File: src/hw/rtl/mqmm_pkg.sv
`timescale 1ns / 1ps
package mqmm_pkg;
    localparam int NUM_QUEUES = 16;
    localparam int QID_W      = 4;
    localparam int POOL_SLOTS = 256;
    localparam int SLOT_W     = 8;
    localparam int CNT_W      = 9;
    localparam int RCNT_W     = 5;
    localparam int PAY_W      = 128;

    typedef enum logic [1:0] {
        ACT_PUSH,
        ACT_POP,
        ACT_POP_READY,
        ACT_RELIST
    } t_action;

    typedef enum logic [2:0] {
        STS_OK,
        STS_OVERLOAD,
        STS_NO_SLOT,
        STS_EMPTY,
        STS_LISTED
    } t_status;

    typedef enum logic {
        ST_IDLE,
        ST_EXEC
    } t_state;

    typedef struct packed {
        t_action            action;
        logic [QID_W-1:0]   queue;
        logic [31:0]        source;
        logic signed [31:0] session;
        logic [31:0]        data;
        logic [31:0]        size;
    } t_item;

    typedef struct packed {
        logic take;
        logic fire;
    } t_ctrl;
endpackage

File: src/hw/rtl/mqmm_front.sv
`timescale 1ns / 1ps
module mqmm_front (
    input  logic                   i_clk,
    input  logic                   i_rst_n,
    input  logic                   i_valid,
    output logic                   o_ready,
    input  logic [1:0]             i_action,
    input  logic [3:0]             i_queue_id,
    input  logic [31:0]            i_source,
    input  logic signed [31:0]     i_session,
    input  logic [31:0]            i_data_handle,
    input  logic [31:0]            i_payload_size,
    output logic                   o_item_valid,
    input  logic                   i_item_take,
    output mqmm_pkg::t_item        o_item
);
    import mqmm_pkg::*;

    t_item      r_buf [2];
    logic       r_wp;
    logic       r_rp;
    logic [1:0] r_cnt;
    t_item      item_in;
    logic       push;
    logic       pop;

    always_comb begin
        item_in.action  = t_action'(i_action);
        item_in.queue   = i_queue_id;
        item_in.source  = i_source;
        item_in.session = i_session;
        item_in.data    = i_data_handle;
        item_in.size    = i_payload_size;
    end

    assign o_ready      = (r_cnt != 2'd2);
    assign push         = i_valid && o_ready;
    assign o_item_valid = (r_cnt != 2'd0);
    assign pop          = o_item_valid && i_item_take;
    assign o_item       = r_buf[r_rp];

    always_ff @(posedge i_clk) begin
        if (push) begin
            r_buf[r_wp] <= item_in;
        end
    end

    always_ff @(posedge i_clk) begin
        if (!i_rst_n) begin
            r_wp  <= 1'b0;
            r_rp  <= 1'b0;
            r_cnt <= 2'd0;
        end else begin
            if (push) begin
                r_wp <= ~r_wp;
            end
            if (pop) begin
                r_rp <= ~r_rp;
            end
            case ({push, pop})
                2'b10:   r_cnt <= r_cnt + 2'd1;
                2'b01:   r_cnt <= r_cnt - 2'd1;
                default: r_cnt <= r_cnt;
            endcase
        end
    end
endmodule

File: config.mk
export PLATFORM = sky130hd
export DESIGN_NAME = mqmm_front
export DESIGN_NICKNAME = d
export VERILOG_FILES = /design/src/hw/rtl/mqmm_pkg.sv /design/src/hw/rtl/mqmm_front.sv
export SDC_FILE = /design/constraint.sdc
export NUM_CORES = 1
export LEC_CHECK = 0
export BUFFER_PORTS_ARGS = -buffer_cell sky130_fd_sc_hd__buf_4
export CAP_MARGIN = 20
export CELL_PAD_IN_SITES_DETAIL_PLACEMENT = 0
export CELL_PAD_IN_SITES_GLOBAL_PLACEMENT = 1
export CORE_MARGIN = 1
export CORE_UTILIZATION = 44
export DETAILED_ROUTE_END_ITERATION = 7
export PLACE_DENSITY_LB_ADDON = 0.1
export SLEW_MARGIN = 20
export SYNTH_ARGS = -nofsm -noshare
export SYNTH_HDL_FRONTEND = slang
export SYNTH_SLANG_ARGS = --single-unit
File: constraint.sdc
create_clock -name i_clk -period 5.46 [get_ports i_clk]
set_input_delay 0.546 -clock i_clk [delete_from_list [all_inputs] [get_ports i_clk]]
set_output_delay 0.546 -clock i_clk [all_outputs]
set_load 0.01 [all_outputs]
==> insert_results.sql <==
INSERT INTO impl_metrics (metric_group, metric, value, unit) VALUES
('cts', 'worst_skew_pair_latency', '520', 'ps'),
('outcome', 'failed_checks', 'DRC', ''),
('layout', 'post-route-cell-area', '0.0131', 'mm2'),
('logic_synthesis', 'synth-edff-count', '268', ''),
('die', 'coreArea', '0.0220', 'mm2'),
('job', 'drv_cap', '0', ''),
('logic_synthesis', 'synth.avg_cell_area', '22.5', 'um2'),
('logic_synthesis', 'synth_sequential_area_ratio', '82.2', '%'),
('outcome', 'outcome', 'complete, but fails checks', ''),
('cts', 'cts_tree', 'done', ''),
('global_route', 'grt_pass1_wl', '30.1', 'mm'),
('die', 'ios', '274', ''),
('die', 'die_w', '152', 'um'),
('logic_synthesis', 'synth.area.top_cells', 'sky130_fd_sc_hd__edfxtp_1 (81%), sky130_fd_sc_hd__mux2_2 (14%), sky130_fd_sc_hd__mux2_1 (1.1%)', ''),
('sta', 'totalNegativeSetupSlack', '0', 'ps'),
('layout', 'num-fill-cells', '1671', ''),
('layout', 'multiInputGateArea', '0.00165', 'mm2'),
('pwr', 'power_per_cell_area', '471', 'mW/mm2'),
('logic_synthesis', 'gate_count_post_synth', '441', ''),
('logic_synthesis', 'synth_commonest_cells', 'sky130_fd_sc_hd__edfxtp_1 (268), sky130_fd_sc_hd__mux2_2 (124), sky130_fd_sc_hd__mux2_1 (10), sky130_fd_sc_hd__buf_2 (8), sky130_fd_sc_hd__buf_6 (7)', ''),
('cts', 'ctsHtreeMaxLevel', '1', ''),
('drt', 'number_of_violations_reported_at_the_end_of_detailed_routing_iteration_0', '222', ''),
('place', 'detailed_place_hpwl', '12.9', 'mm'),
('layout', 'final_cell_count_no_fill', '1033', ''),
('sta', 'achievable-frequency', '0.326', 'GHz'),
('place', 'postPlaceCellArea', '0.0123', 'mm2'),
('drt', 'totalWireLength', '19.8', 'mm'),
('place', 'io_buffer_count', '273', ''),
('pwr', 'power_frac_seq', '45.1', '%'),
('die', 'floorplan.die_area', '0.0231', 'mm2'),
('place', 'gpl.final_weighted_congestion', '0.731', ''),
('setup_path', 'crit_type', 'register to output port', ''),
('sta', 'worst_slew_pin_slew', '966', 'ps'),
('pwr', 'netSwitchingPower', '1.63', 'mW'),
('pwr', 'cell_internal_pwr', '4.54', 'mW'),
('logic_synthesis', 'synth_compound_gate_area_share', '0.379', '%'),
('drt', 'drc_errors', '32', ''),
('logic_synthesis', 'synth_top_family_by_area', 'multiplexers', ''),
('logic_synthesis', 'post_synth_and_or_nand_nor_area_fraction', '0.555', '%'),
('setup_path', 'worstPathArrival', '2520', 'ps'),
('drt', 'final_antenna_net_count', '0', ''),
('logic_synthesis', 'synth.net_count', '580', ''),
('cts', 'cts_max_path_buffers', '3', ''),
('logic_synthesis', 'synth_cell_type_count', '22', ''),
('setup_path', 'crit_chain', 'buf_12, mux2_2, buf_4', ''),
('place', 'place_worst_setup_slack', '2920', 'ps'),
('pwr', 'power_leakage', '4.85', 'nW'),
('cts', 'clk_pin_slew', '60', 'ps'),
('sta', 'clk_skew', '5.49', 'ps'),
('logic_synthesis', 'leading_area_contributor_after_synthesis', 'sky130_fd_sc_hd__edfxtp_1', ''),
('sta', 'timing.final.setup_violations', '0', ''),
('pwr', 'sw_frac_of_total', '26.4', '%'),
('layout', 'layout-area-overhead-vs-synth', '32.2', '%'),
('cts', 'tritoncts.num_buffers', '29', ''),
('logic_synthesis', 'synthFlopType', 'sky130_fd_sc_hd__edfxtp_1', ''),
('drt', 'drt_first_pass_iters', '6', ''),
('global_route', 'antenna_found_initial', '0', ''),
('pwr', 'power_frac_clock', '28.5', '%'),
('global_route', 'grt_start_max_net_pins', '72', ''),
('sta', 'post-route-worst-setup-slack', '2390', 'ps'),
('drt', 'via_per_inst', '4.87', ''),
('sta', 'min_period_over_period', '56.1', '%'),
('setup_path', 'cell_at_the_slowest_stage_of_the_critical_path', 'sky130_fd_sc_hd__dfxtp_4', ''),
('die', 'floorplan.die.height', '152', 'um'),
('logic_synthesis', 'count_leader_synth', 'sky130_fd_sc_hd__edfxtp_1', ''),
('sta', 'worst_hold_slack', '208', 'ps'),
('sta', 'timing.max_slew.rel_slack', '35.6', '%'),
('logic_synthesis', 'yosys.area_share.xor_xnor', '0.265', '%'),
('logic_synthesis', 'synthArstFlopShare', '0', '%'),
('layout', 'antenna-diode-count', '0', ''),
('cts', 'cts_root_buf', 'sky130_fd_sc_hd__clkbuf_16', '');
[worst max-delay path, delay by kind of cell, from the launching register on]
family	cells	cell delay (ps)
buf+inv	2	580
mux	1	420
flops	1	930
[per-stage QoR]
step | power [mW] | utilization [%]
after floorplan | 3.72 | -
after global placement | 4.45 | 55.8
after detailed placement | 4.48 | 55.8
after CTS | 6.25 | 59.7
after global routing | 6.43 | 59.7
final | 6.17 | 59.7
[cells by family (layout without fill, tap and decap cells)]
logic type,after synthesis,after routing
simple gates,9,9
compound gates,5,5
mux,134,134
flops,273,273
buf+inv,16,328
fa+ha+maj,1,1
xor+xnor,3,3
[sequential cells by signal, summed over array words and instances (netlist names), named ones only]
register and cells:
r_cnt 2, r_wp 1, r_buf 268, r_rp 1
[worst paths after layout]
kind / slack (ps) / to / startpoint
worst min-delay path: 210 / r_buf[0][126] / i_source[30]
worst min register to register: 540 / r_cnt[1] / r_cnt[1]
worst max register to register: 3000 / r_buf[0][44] / r_cnt[0]
worst max-delay path: 2390 / o_item[104] / register
[metal layers]
| metal | up-vias | global-route usage (%) | part of all wire [%] |
|---|---|---|---|
| met4 | 0 | 4.96 | 2.1 |
| li1 | 2341 | - | - |
| met5 | - | 0 | 0 |
| met2 | 182 | 29.8 | 52 |
| met3 | 29 | 5.88 | 9.4 |
| met1 | 2480 | 19.3 | 37 |
[cells in the final DEF (no fill, tap or decap)]
master                       count
sky130_fd_sc_hd__a21bo_2         1
sky130_fd_sc_hd__a21boi_0        1
sky130_fd_sc_hd__a21boi_1        1
sky130_fd_sc_hd__and2_1          1
sky130_fd_sc_hd__and3_4          1
sky130_fd_sc_hd__buf_12          2
sky130_fd_sc_hd__buf_4         275
sky130_fd_sc_hd__bufinv_16       1
sky130_fd_sc_hd__clkbuf_1        7
sky130_fd_sc_hd__clkbuf_16      29
sky130_fd_sc_hd__clkinv_1        4
sky130_fd_sc_hd__clkinv_2        7
sky130_fd_sc_hd__clkinvlp_4      1
sky130_fd_sc_hd__dfxtp_1         4
sky130_fd_sc_hd__dfxtp_4         1
sky130_fd_sc_hd__edfxtp_1      268
sky130_fd_sc_hd__ha_1            1
sky130_fd_sc_hd__inv_4           1
sky130_fd_sc_hd__inv_6           1
sky130_fd_sc_hd__mux2_1         10
sky130_fd_sc_hd__mux2_2        124
sky130_fd_sc_hd__nand2_1         1
sky130_fd_sc_hd__nand2b_1        1
sky130_fd_sc_hd__nand3b_1        1
sky130_fd_sc_hd__nor2b_1         2
sky130_fd_sc_hd__o21a_1          1
sky130_fd_sc_hd__o21ai_0         1
sky130_fd_sc_hd__or2_2           1
sky130_fd_sc_hd__or3_1           1
sky130_fd_sc_hd__xnor2_1         3
[cell type report]
cell class	instances	share of cell area (%)
well taps	280	2.67
clock inverters	14	0.735
clock buffers	36	5.74
repair buffers	277	16.1
inverters	1	0.0477
multi-input cells	152	12.6
flip-flops and latches	273	62.2
[power groups by stage]
stage               clock (mW)  combinational, mW  sequential [mW]
floorplan                    0              0.949             2.77
global placement             0               1.63             2.82
detailed placement           0               1.65             2.83
CTS                       1.80               1.66             2.79
global route              1.88               1.74             2.82
finish                    1.76               1.63             2.78
(Power assumes the default switching activity.)
